`src/hw/rtl/frx_pkg.sv`:
```
// shared types and constants for the xor checked frame receiver
`timescale 1ns / 1ps

package frx_pkg;

  localparam int MAX_FRAME_DEF  = 64;
  localparam int OUT_MAX_DEF    = 40;
  localparam int FRAME_OVERHEAD = 6;
  localparam int MIN_LEN        = 2;
  localparam int DATA_OFFSET    = 2;

  localparam int CFG_IDX_W = 8;
  localparam int CNT_OUT_W = 7;

  localparam logic [CFG_IDX_W-1:0] REG_HEADER_FIRST  = 8'd0;
  localparam logic [CFG_IDX_W-1:0] REG_HEADER_SECOND = 8'd1;

  localparam logic [7:0] HEADER_FIRST_RST  = 8'hEF;
  localparam logic [7:0] HEADER_SECOND_RST = 8'hAA;

  typedef struct packed {
    logic [7:0]           msg_type;
    logic [7:0]           resp_cmd;
    logic [7:0]           error_code;
    logic [CNT_OUT_W-1:0] data_count;
    logic                 bank;
  } frx_desc_t;

  typedef struct packed {
    logic full;
    logic empty;
  } frx_fifo_stat_t;

endpackage

```
`src/hw/rtl/frx_payload_buf.sv`:
```
// two-bank payload memory with registered read
`timescale 1ns / 1ps

module frx_payload_buf #(
  parameter int MAX_FRAME = frx_pkg::MAX_FRAME_DEF,
  localparam int AW = $clog2(MAX_FRAME - frx_pkg::FRAME_OVERHEAD)
) (
  input  logic        clk,
  input  logic        wr_en,
  input  logic [AW:0] wr_addr,
  input  logic [7:0]  wr_data,
  input  logic        rd_en,
  input  logic [AW:0] rd_addr,
  output logic [7:0]  rd_data
);
  import frx_pkg::*;

  localparam int DEPTH = 2 << AW;

  logic [7:0] mem_r [0:DEPTH-1];
  logic [7:0] rd_data_r;

  always_ff @(posedge clk) begin
    if (wr_en) begin
      mem_r[wr_addr] <= wr_data;
    end
    if (rd_en) begin
      rd_data_r <= mem_r[rd_addr];
    end
  end

  assign rd_data = rd_data_r;

endmodule

```
`src/hw/rtl/frx_desc_fifo.sv`:
```
// two-entry queue of accepted frame descriptors
`timescale 1ns / 1ps

module frx_desc_fifo (
  input  logic                    clk,
  input  logic                    rst_n,
  input  logic                    push,
  input  frx_pkg::frx_desc_t      push_desc,
  input  logic                    pop,
  output frx_pkg::frx_desc_t      head,
  output frx_pkg::frx_fifo_stat_t stat
);
  import frx_pkg::*;

  frx_desc_t  entry_r [0:1];
  logic       wr_ptr_r;
  logic       rd_ptr_r;
  logic [1:0] cnt_r;

  always_ff @(posedge clk) begin
    if (!rst_n) begin
      wr_ptr_r <= 1'b0;
      rd_ptr_r <= 1'b0;
      cnt_r    <= 2'd0;
    end else begin
      if (push) begin
        entry_r[wr_ptr_r] <= push_desc;
        wr_ptr_r          <= ~wr_ptr_r;
      end
      if (pop) begin
        rd_ptr_r <= ~rd_ptr_r;
      end
      if (push && !pop) begin
        cnt_r <= cnt_r + 2'd1;
      end else if (pop && !push) begin
        cnt_r <= cnt_r - 2'd1;
      end
    end
  end

  assign head       = entry_r[rd_ptr_r];
  assign stat.full  = (cnt_r == 2'd2);
  assign stat.empty = (cnt_r == 2'd0);

endmodule

```
`src/hw/rtl/frx_front.sv`:
```
// frame parser: header hunt, length check, payload store and xor check
`timescale 1ns / 1ps

module frx_front #(
  parameter int MAX_FRAME = frx_pkg::MAX_FRAME_DEF,
  parameter int OUT_MAX   = frx_pkg::OUT_MAX_DEF,
  localparam int AW = $clog2(MAX_FRAME - frx_pkg::FRAME_OVERHEAD)
) (
  input  logic                          clk,
  input  logic                          rst_n,
  input  logic                          in_tvalid,
  output logic                          in_tready,
  input  logic [7:0]                    in_tdata,
  input  logic                          cfg_valid,
  output logic                          cfg_ready,
  input  logic [frx_pkg::CFG_IDX_W-1:0] cfg_index,
  input  logic [7:0]                    cfg_data,
  input  frx_pkg::frx_fifo_stat_t       fifo_stat,
  output logic                          push,
  output frx_pkg::frx_desc_t            push_desc,
  output logic                          wr_en,
  output logic [AW:0]                   wr_addr,
  output logic [7:0]                    wr_data
);
  import frx_pkg::*;

  localparam int STORE_DEPTH = MAX_FRAME - FRAME_OVERHEAD;
  localparam int CNT_W       = $clog2(STORE_DEPTH + 1);

  typedef enum logic [2:0] {
    ST_HUNT1, ST_HUNT2, ST_TYPE, ST_LENHI, ST_LENLO, ST_PAYLOAD, ST_CHECK
  } state_t;

  state_t           state_r, state_nxt;
  logic [7:0]       type_r, type_nxt;
  logic [7:0]       len_hi_r, len_hi_nxt;
  logic [CNT_W-1:0] len_r, len_nxt;
  logic [CNT_W-1:0] cnt_r, cnt_nxt;
  logic [7:0]       parity_r, parity_nxt;
  logic [7:0]       cmd_r, cmd_nxt;
  logic [7:0]       err_r, err_nxt;
  logic             bank_r, bank_nxt;
  logic [7:0]       hdr1_r;
  logic [7:0]       hdr2_r;

  logic             in_fire;
  logic [15:0]      full_len;
  logic [CNT_W-1:0] data_len;

  assign in_tready = !fifo_stat.full;
  assign cfg_ready = 1'b1;
  assign in_fire   = in_tvalid && in_tready;
  assign full_len  = {len_hi_r, in_tdata};
  assign data_len  = len_r - CNT_W'(MIN_LEN);

  assign wr_en   = in_fire && (state_r == ST_PAYLOAD);
  assign wr_addr = {bank_r, AW'(cnt_r)};
  assign wr_data = in_tdata;

  always_comb begin
    state_nxt  = state_r;
    type_nxt   = type_r;
    len_hi_nxt = len_hi_r;
    len_nxt    = len_r;
    cnt_nxt    = cnt_r;
    parity_nxt = parity_r;
    cmd_nxt    = cmd_r;
    err_nxt    = err_r;
    bank_nxt   = bank_r;
    push       = 1'b0;

    push_desc.msg_type   = type_r;
    push_desc.resp_cmd   = cmd_r;
    push_desc.error_code = err_r;
    push_desc.bank       = bank_r;
    if (32'(data_len) > OUT_MAX) begin
      push_desc.data_count = CNT_OUT_W'(OUT_MAX);
    end else begin
      push_desc.data_count = CNT_OUT_W'(data_len);
    end

    if (in_fire) begin
      unique case (state_r)
        ST_HUNT2: begin
          state_nxt = (in_tdata == hdr2_r) ? ST_TYPE : ST_HUNT1;
        end
        ST_TYPE: begin
          type_nxt   = in_tdata;
          parity_nxt = in_tdata;
          state_nxt  = ST_LENHI;
        end
        ST_LENHI: begin
          len_hi_nxt = in_tdata;
          parity_nxt = parity_r ^ in_tdata;
          state_nxt  = ST_LENLO;
        end
        ST_LENLO: begin
          parity_nxt = parity_r ^ in_tdata;
          if (full_len < 16'(MIN_LEN) || full_len > 16'(STORE_DEPTH)) begin
            state_nxt = ST_HUNT1;
          end else begin
            len_nxt   = CNT_W'(full_len);
            cnt_nxt   = '0;
            state_nxt = ST_PAYLOAD;
          end
        end
        ST_PAYLOAD: begin
          cnt_nxt    = cnt_r + CNT_W'(1);
          parity_nxt = parity_r ^ in_tdata;
          if (cnt_r == CNT_W'(0)) begin
            cmd_nxt = in_tdata;
          end
          if (cnt_r == CNT_W'(1)) begin
            err_nxt = in_tdata;
          end
          if (cnt_r + CNT_W'(1) >= len_r) begin
            state_nxt = ST_CHECK;
          end
        end
        ST_CHECK: begin
          state_nxt = ST_HUNT1;
          if (in_tdata == parity_r) begin
            push     = 1'b1;
            bank_nxt = ~bank_r;
          end
        end
        default: begin
          state_nxt = (in_tdata == hdr1_r) ? ST_HUNT2 : ST_HUNT1;
        end
      endcase
    end
  end

  always_ff @(posedge clk) begin
    if (!rst_n) begin
      state_r  <= ST_HUNT1;
      type_r   <= '0;
      len_hi_r <= '0;
      len_r    <= '0;
      cnt_r    <= '0;
      parity_r <= '0;
      bank_r   <= 1'b0;
      hdr1_r   <= HEADER_FIRST_RST;
      hdr2_r   <= HEADER_SECOND_RST;
    end else begin
      state_r  <= state_nxt;
      type_r   <= type_nxt;
      len_hi_r <= len_hi_nxt;
      len_r    <= len_nxt;
      cnt_r    <= cnt_nxt;
      parity_r <= parity_nxt;
      bank_r   <= bank_nxt;
      if (cfg_valid) begin
        unique case (cfg_index)
          REG_HEADER_FIRST:  hdr1_r <= cfg_data;
          REG_HEADER_SECOND: hdr2_r <= cfg_data;
          default: ;
        endcase
      end
    end
  end

  always_ff @(posedge clk) begin
    cmd_r <= cmd_nxt;
    err_r <= err_nxt;
  end

endmodule

```
`src/hw/rtl/frx_back.sv`:
```
// result sequencer: one beat per data byte of each queued frame, or a single beat for a frame without data
`timescale 1ns / 1ps

module frx_back #(
  parameter int MAX_FRAME = frx_pkg::MAX_FRAME_DEF,
  localparam int AW = $clog2(MAX_FRAME - frx_pkg::FRAME_OVERHEAD)
) (
  input  logic                    clk,
  input  logic                    rst_n,
  input  frx_pkg::frx_desc_t      head,
  input  frx_pkg::frx_fifo_stat_t fifo_stat,
  output logic                    pop,
  output logic                    rd_en,
  output logic [AW:0]             rd_addr,
  input  logic [7:0]              rd_data,
  output logic                    out_tvalid,
  input  logic                    out_tready,
  output logic [47:0]             out_tdata,
  output logic                    out_tuser,
  output logic                    out_tlast
);
  import frx_pkg::*;

  typedef enum logic [1:0] {ST_IDLE, ST_READ, ST_SEND} state_t;

  state_t               state_r;
  logic [CNT_OUT_W-1:0] idx_r;
  logic [CNT_OUT_W-1:0] idx_nxt;
  logic [7:0]           data_r;
  logic                 has_data_r;
  logic                 last_r;
  logic                 out_fire;

  assign out_fire = (state_r == ST_SEND) && out_tready;
  assign pop      = out_fire && last_r;
  assign idx_nxt  = (state_r == ST_IDLE) ? '0 : idx_r + CNT_OUT_W'(1);
  assign rd_addr  = {head.bank, AW'(idx_nxt + CNT_OUT_W'(DATA_OFFSET))};
  assign rd_en    = ((state_r == ST_IDLE) && !fifo_stat.empty &&
                     (head.data_count != '0)) || (out_fire && !last_r);

  always_ff @(posedge clk) begin
    if (!rst_n) begin
      state_r <= ST_IDLE;
    end else begin
      unique case (state_r)
        ST_IDLE: begin
          if (!fifo_stat.empty) begin
            idx_r <= '0;
            if (head.data_count == '0) begin
              data_r     <= '0;
              has_data_r <= 1'b0;
              last_r     <= 1'b1;
              state_r    <= ST_SEND;
            end else begin
              state_r <= ST_READ;
            end
          end
        end
        ST_READ: begin
          data_r     <= rd_data;
          has_data_r <= 1'b1;
          last_r     <= (idx_r + CNT_OUT_W'(1) == head.data_count);
          state_r    <= ST_SEND;
        end
        ST_SEND: begin
          if (out_tready) begin
            if (last_r) begin
              state_r <= ST_IDLE;
            end else begin
              idx_r   <= idx_nxt;
              state_r <= ST_READ;
            end
          end
        end
        default: state_r <= ST_IDLE;
      endcase
    end
  end

  assign out_tvalid = (state_r == ST_SEND);
  assign out_tdata  = {4'd0, data_r, idx_r[5:0], head.data_count[5:0],
                       head.error_code, head.resp_cmd, head.msg_type};
  assign out_tuser  = has_data_r;
  assign out_tlast  = last_r;

endmodule

```
`src/hw/rtl/xor_checked_frame_receiver.sv`:
```
// top level of the xor checked frame receiver
`timescale 1ns / 1ps

// usage:
//   in_*  : one received serial byte per beat in in_tdata[7:0]
//   cfg_* : register writes (0 first sync byte, 1 second sync byte), always ready;
//           write only while the block is idle
//   out_* : one beat per delivered data byte of a frame that passed its xor
//           check, or a single beat with out_tuser low for a frame without data;
//           out_tlast marks the final beat of the frame
// delivery: after its check byte is accepted a frame is queued, then its first data
//   byte is read from memory and presented; a frame without data skips the
//   memory read; each further data beat takes a memory read, then present/accept
// throughput: the parser takes one byte per cycle while the two-entry frame
//   queue has room; in_tready drops when two checked frames await delivery,
//   since each one holds a bank of the payload memory
// reset: sync bytes return to 0xEF, 0xAA; the parser hunts for a header and
//   the queue is emptied
// a stalled out_tready holds the current beat and, once the queue fills,
//   stalls the input side too

module xor_checked_frame_receiver #(
  parameter int MAX_FRAME = frx_pkg::MAX_FRAME_DEF,
  parameter int OUT_MAX   = frx_pkg::OUT_MAX_DEF
) (
  input  logic                          clk,
  input  logic                          rst_n,
  input  logic                          in_tvalid,
  output logic                          in_tready,
  input  logic [7:0]                    in_tdata,   // rx_byte
  output logic                          out_tvalid,
  input  logic                          out_tready,
  // msg_type, resp_cmd, error_code, data_count, byte_index, data_byte, zero pad
  output logic [47:0]                   out_tdata,
  output logic                          out_tuser,  // has_data
  output logic                          out_tlast,
  input  logic                          cfg_valid,
  output logic                          cfg_ready,
  input  logic [frx_pkg::CFG_IDX_W-1:0] cfg_index,
  input  logic [7:0]                    cfg_data
);
  import frx_pkg::*;

  localparam int AW = $clog2(MAX_FRAME - FRAME_OVERHEAD);

  frx_fifo_stat_t fifo_stat;
  frx_desc_t      push_desc;
  frx_desc_t      head;
  logic           push;
  logic           pop;
  logic           wr_en;
  logic [AW:0]    wr_addr;
  logic [7:0]     wr_data;
  logic           rd_en;
  logic [AW:0]    rd_addr;
  logic [7:0]     rd_data;

  frx_front #(.MAX_FRAME(MAX_FRAME), .OUT_MAX(OUT_MAX)) u_front (
    .clk       (clk),
    .rst_n     (rst_n),
    .in_tvalid (in_tvalid),
    .in_tready (in_tready),
    .in_tdata  (in_tdata),
    .cfg_valid (cfg_valid),
    .cfg_ready (cfg_ready),
    .cfg_index (cfg_index),
    .cfg_data  (cfg_data),
    .fifo_stat (fifo_stat),
    .push      (push),
    .push_desc (push_desc),
    .wr_en     (wr_en),
    .wr_addr   (wr_addr),
    .wr_data   (wr_data)
  );

  frx_payload_buf #(.MAX_FRAME(MAX_FRAME)) u_buf (
    .clk     (clk),
    .wr_en   (wr_en),
    .wr_addr (wr_addr),
    .wr_data (wr_data),
    .rd_en   (rd_en),
    .rd_addr (rd_addr),
    .rd_data (rd_data)
  );

  frx_desc_fifo u_fifo (
    .clk       (clk),
    .rst_n     (rst_n),
    .push      (push),
    .push_desc (push_desc),
    .pop       (pop),
    .head      (head),
    .stat      (fifo_stat)
  );

  frx_back #(.MAX_FRAME(MAX_FRAME)) u_back (
    .clk        (clk),
    .rst_n      (rst_n),
    .head       (head),
    .fifo_stat  (fifo_stat),
    .pop        (pop),
    .rd_en      (rd_en),
    .rd_addr    (rd_addr),
    .rd_data    (rd_data),
    .out_tvalid (out_tvalid),
    .out_tready (out_tready),
    .out_tdata  (out_tdata),
    .out_tuser  (out_tuser),
    .out_tlast  (out_tlast)
  );

  a_no_push_full: assert property (@(posedge clk) disable iff (!rst_n)
    push |-> !fifo_stat.full)
    else $error("frame pushed into a full queue");

  a_out_has_frame: assert property (@(posedge clk) disable iff (!rst_n)
    out_tvalid |-> !fifo_stat.empty)
    else $error("result beat without a queued frame");

  a_empty_frame_last: assert property (@(posedge clk) disable iff (!rst_n)
    (out_tvalid && !out_tuser) |-> out_tlast)
    else $error("beat without data is not the last of its frame");

  a_pop_on_last: assert property (@(posedge clk) disable iff (!rst_n)
    pop |-> (out_tvalid && out_tready && out_tlast))
    else $error("queue popped outside the final beat");

endmodule

```
`config.mk`:
```
export PLATFORM = sky130hd
export DESIGN_NAME = xor_checked_frame_receiver
export DESIGN_NICKNAME = d
export VERILOG_FILES = /design/src/hw/rtl/frx_pkg.sv /design/src/hw/rtl/frx_payload_buf.sv /design/src/hw/rtl/frx_desc_fifo.sv /design/src/hw/rtl/frx_front.sv /design/src/hw/rtl/frx_back.sv /design/src/hw/rtl/xor_checked_frame_receiver.sv
export SDC_FILE = /design/constraint.sdc
export NUM_CORES = 2
export LEC_CHECK = 0
export BUFFER_PORTS_ARGS = -buffer_cell sky130_fd_sc_hd__buf_4
export CORE_MARGIN = 2
export CORE_UTILIZATION = 50
export DETAILED_ROUTE_END_ITERATION = 12
export GPL_TIMING_DRIVEN = 0
export PLACE_DENSITY = 0.76
export SLEW_MARGIN = 20
export SYNTH_ARGS = -nofsm -noshare
export SYNTH_HDL_FRONTEND = slang
export SYNTH_SLANG_ARGS = --single-unit
```
`constraint.sdc`:
```
create_clock -name clk -period 5.67 [get_ports clk]
set_input_delay 1.701 -clock clk [delete_from_list [all_inputs] [get_ports clk]]
set_output_delay 1.701 -clock clk [all_outputs]
set_load 0.02 [all_outputs]
```
==> results.json <==
{
  "nFillCells": 6993,
  "drc": 0,
  "yosysSeqAreaShare_pct": 73.8,
  "drtIter0Drc": 5905,
  "synthTopCellsByArea": "edfxtp_1 (71%), mux4_2 (7.3%), dfxtp_1 (2.7%)",
  "rr_endpoint": "u_buf.rd_data[4]$_DFFE_PP_",
  "grt_util_all_layers_pct": 31.1,
  "power_density_nw_per_um2": 321,
  "dieWidth_microns": 312,
  "fin_ws_ps": 19.9,
  "period_share_pct": 99.6,
  "dieArea_sq_um": 97600,
  "dpl_cell_area_sq_um": 49900,
  "r2r-start": "u_back.state_r[1]$_SDFFE_PN0P_",
  "cap_violations": 0,
  "fin_crit_ps": 5650,
  "hold_start": "u_front.err_r[0]$_DFFE_PP_",
  "clock_insertion_delay_worst_skew_ps": 720,
  "final_core_util_pct": 56.7,
  "vias": 29700,
  "rows": 113,
  "timing.final.setup_violations": 0,
  "crit_path_frequent_cell": "buf_4",
  "most-common-layout-cells": "edfxtp_1 (1,127), nor2_1 (234), mux4_2 (155)",
  "relSlewSlack_pct": 15.9,
  "grt-ovfl-total": 0,
  "fp.coreArea_sq_um": 94600,
  "critPathRequiredTime_ps": 6140,
  "cts.sinks": 1190,
  "worstSetupPathType": "register to register",
  "numCtsBuffers": 110,
  "grt_start_max_net_pins": 132,
  "ys_ff_latch": 1190,
  "port_buffers": 75,
  "critPathTopFamily": "buffers and inverters",
  "max_stage_delay_ps": 360,
  "hold_path_end": "u_fifo.entry_r[0][7]$_DFFE_PP_",
  "clkTransAtPathRegs_ps": 60,
  "end_kind": "register",
  "root_buffer": "clkbuf_16",
  "antenna_found_initial": 7,
  "start_kind": "register",
  "die_h_microns": 312,
  "hold_ws_ps": 449,
  "fmax_ghz": 0.177,
  "worst_path_max_delay_cell": "buf_2",
  "first_pass_iters": 6,
  "ios": 82,
  "synth-async-reset-ratio_pct": 0,
  "grt_pass1_vias": 27900,
  "dp_slack_ps": -1900,
  "status": "finished clean",
  "drive_gt1_share_pct": 19.3,
  "stdcell_area_sq_um": 53600,
  "r2r.worst_path.cells": 19,
  "initial_core_util_pct": 50.3,
  "grt_pass1_wl_microns": 211000,
  "h-tree-depth": 3,
  "cp_max_fo": 10,
  "yosysWarnings": 0,
  "fin_skew_ps": 48.1,
  "ys.flop_type": "edfxtp_1",
  "synthCells": 2761,
  "wire_per_inst_microns": 35.6,
  "cts_tree": "done",
  "r2r_slack_ps": 20,
  "syn_area_per_cell_sq_um": 17.2,
  "path_cells": "buf_2, or2_0, nand2_2, inv_4, buf_4, buf_4, ha_1, buf_4, buf_4, buf_6, buf_6, buf_4, buf_2, o221ai_1, nand3_1, nand3_1, a21oi_2, o21ai_0, a32oi_2",
  "drtAntennaViolNets": 0,
  "cts_setup_buffers": 0,
  "place_hpwl_microns": 97800,
  "yosys.area.top_type": "edfxtp_1",
  "finalWeightedCongestion": 1.06,
  "layout.nets": 2997,
  "wl_microns": 154000,
  "syn_to_final_growth_pct": 12.7,
  "hold_depth": 0,
  "slew_violations": 0,
  "synth_top_area_share_pct": 71.2,
  "synthDistinctLibCells": 82,
  "arrival_ps": 6120,
  "p_leak_uw": 0.0167,
  "final_common_cell": "edfxtp_1",
  "worst_hold_path_type": "register to register",
  "hold_viol_final": 0,
  "critPathBufInv": 10,
  "synth_edf_count": 1127,
  "ctsLongestPathBuffers": 3,
  "netlist_area_sq_um": 47500,
  "avgViaCountPerCell": 6.87,
  "irDropWorstVdd_uv": 247,
  "worst_pin_slew_ps": 1260
}
## worst max-delay path by stage
stage                     slack, ps                             end                            from  cells past startpoint
after floorplan                1020  u_fifo.entry_r[0][0]$_DFFE_PP_                     in_tdata[2]                      7
after global placement        -1850      u_buf.rd_data[4]$_DFFE_PP_   u_back.idx_r[0]$_SDFFCE_PN0P_                     19
after detailed placement      -1900      u_buf.rd_data[4]$_DFFE_PP_   u_back.idx_r[0]$_SDFFCE_PN0P_                     19
after CTS                       0.1      u_buf.rd_data[3]$_DFFE_PP_   u_back.idx_r[0]$_SDFFCE_PN0P_                     19
after global routing             -6      u_buf.rd_data[6]$_DFFE_PP_   u_back.idx_r[0]$_SDFFCE_PN0P_                     17
final                            20      u_buf.rd_data[4]$_DFFE_PP_  u_back.state_r[1]$_SDFFE_PN0P_                     19
## Yosys cell counts, types with 4 or more instances
master / n
o22ai_1: 113
nor3_1: 10
buf_6: 16
nand2_1: 100
a31oi_1: 8
xor2_1: 8
o21ai_0: 92
a211oi_1: 23
o311ai_0: 11
nand3_1: 46
dfxtp_1: 63
nor2_1: 236
nand4_1: 20
o31ai_1: 16
and2_1: 25
mux4_1: 4
ha_1: 13
clkbuf_1: 69
and3_1: 5
o211ai_1: 11
edfxtp_1: 1127
a311oi_1: 7
mux4_2: 155
o221ai_1: 102
a21o_1: 4
nor2b_1: 57
buf_2: 64
a22oi_1: 12
xnor2_1: 40
mux2_2: 36
nor4_1: 6
mux2i_1: 81
a21oi_1: 39
inv_1: 18
nor3b_1: 5
buf_4: 41
a21boi_0: 7
nand2b_1: 5
## sequential cells by signal (all words and copies together) (netlist names), 3 cells and up, named ones only
register / cells
u_buf.mem_r: 1024
u_front.len_r: 6
u_back.data_r: 8
u_front.cmd_r: 8
u_back.idx_r: 7
u_front.hdr2_r: 8
u_front.hdr1_r: 8
u_front.parity_r: 8
u_buf.rd_data: 8
u_front.cnt_r: 6
u_front.err_r: 8
u_front.state_r: 3
u_fifo.entry_r: 62
u_front.len_hi_r: 8
u_front.type_r: 8
## where the power goes
group / internal, uW / total (uW) / leakage (uW) / switching, uW
combinational: 30.2 / 193 / 0.00434 / 163
sequential: 9600 / 9600 / 0.0107 / 0.0995
clock: 4100 / 7400 / 0.00171 / 3300
## cell type report
cell class                 count  area [sq um]  share of cell area [%]
buffer                       195          1210                    2.26
antenna                        4          10.0                  0.0187
timing repair buffer          81           689                    1.29
clock buffer                 143          2960                    5.52
clock inverter                63           601                    1.12
tap                         1265          1580                    2.95
sequential                  1190         35100                    65.5
inverter                      19          73.8                   0.138
multi-input combinational   1358         11400                    21.2
## repair_timing
item | in CTS | in global routing
gates resized for setup | 35 | 14
pin swaps | 1 | 2
endpoints found under the setup margin | 8 | 6
hold buffers | 0 | 0
## stage by stage
stage / TNS, ps / instances / power, uW
4_1_cts: 0 / 4314 / 17100
2_1_floorplan: 0 / 2764 / 9820
3_3_place_gp: -111210 / 4104 / 9960
5_1_grt: -6.84 / 4314 / 17500
6_report: 0 / 4318 / 17200
3_5_place_dp: -10930 / 4110 / 9970
## cell families after synthesis
| family | after synthesis | synth area share, % |
|---|---|---|
| flip-flops | 1190 | 73.8 |
| AND/OR/NAND/NOR | 533 | 5.18 |
| AO/OA/AOI/OAI | 481 | 7.00 |
| multiplexers | 277 | 10.2 |
| buffers and inverters | 216 | 2.53 |
| XOR/XNOR | 49 | 0.919 |
| adder cells (fa/ha/maj) | 13 | 0.342 |
| other | 2 | 0.0158 |
## metal layers
layer  track usage [%]  vias up  part of all wire, %
li1                  -    11500                    -
met5                 0        -                0.055
met4              18.5       12                  7.0
met1              40.8    14800                   34
met2              45.6     2810                   44
met3              10.0      560                   15
## worst reg2reg max path, stage by stage, from the launching register on
cell and delay (ps):
dfxtp_1 350, buf_2 230, or2_0 330, nand2_2 250, inv_4 240, buf_4 310
buf_4 330, ha_1 220, buf_4 170, buf_4 290, buf_6 310, buf_6 330
buf_4 350, buf_2 370, o221ai_1 180, nand3_1 140, nand3_1 190, a21oi_2 320
o21ai_0 170, a32oi_2 360
(Power assumes the default switching activity.)
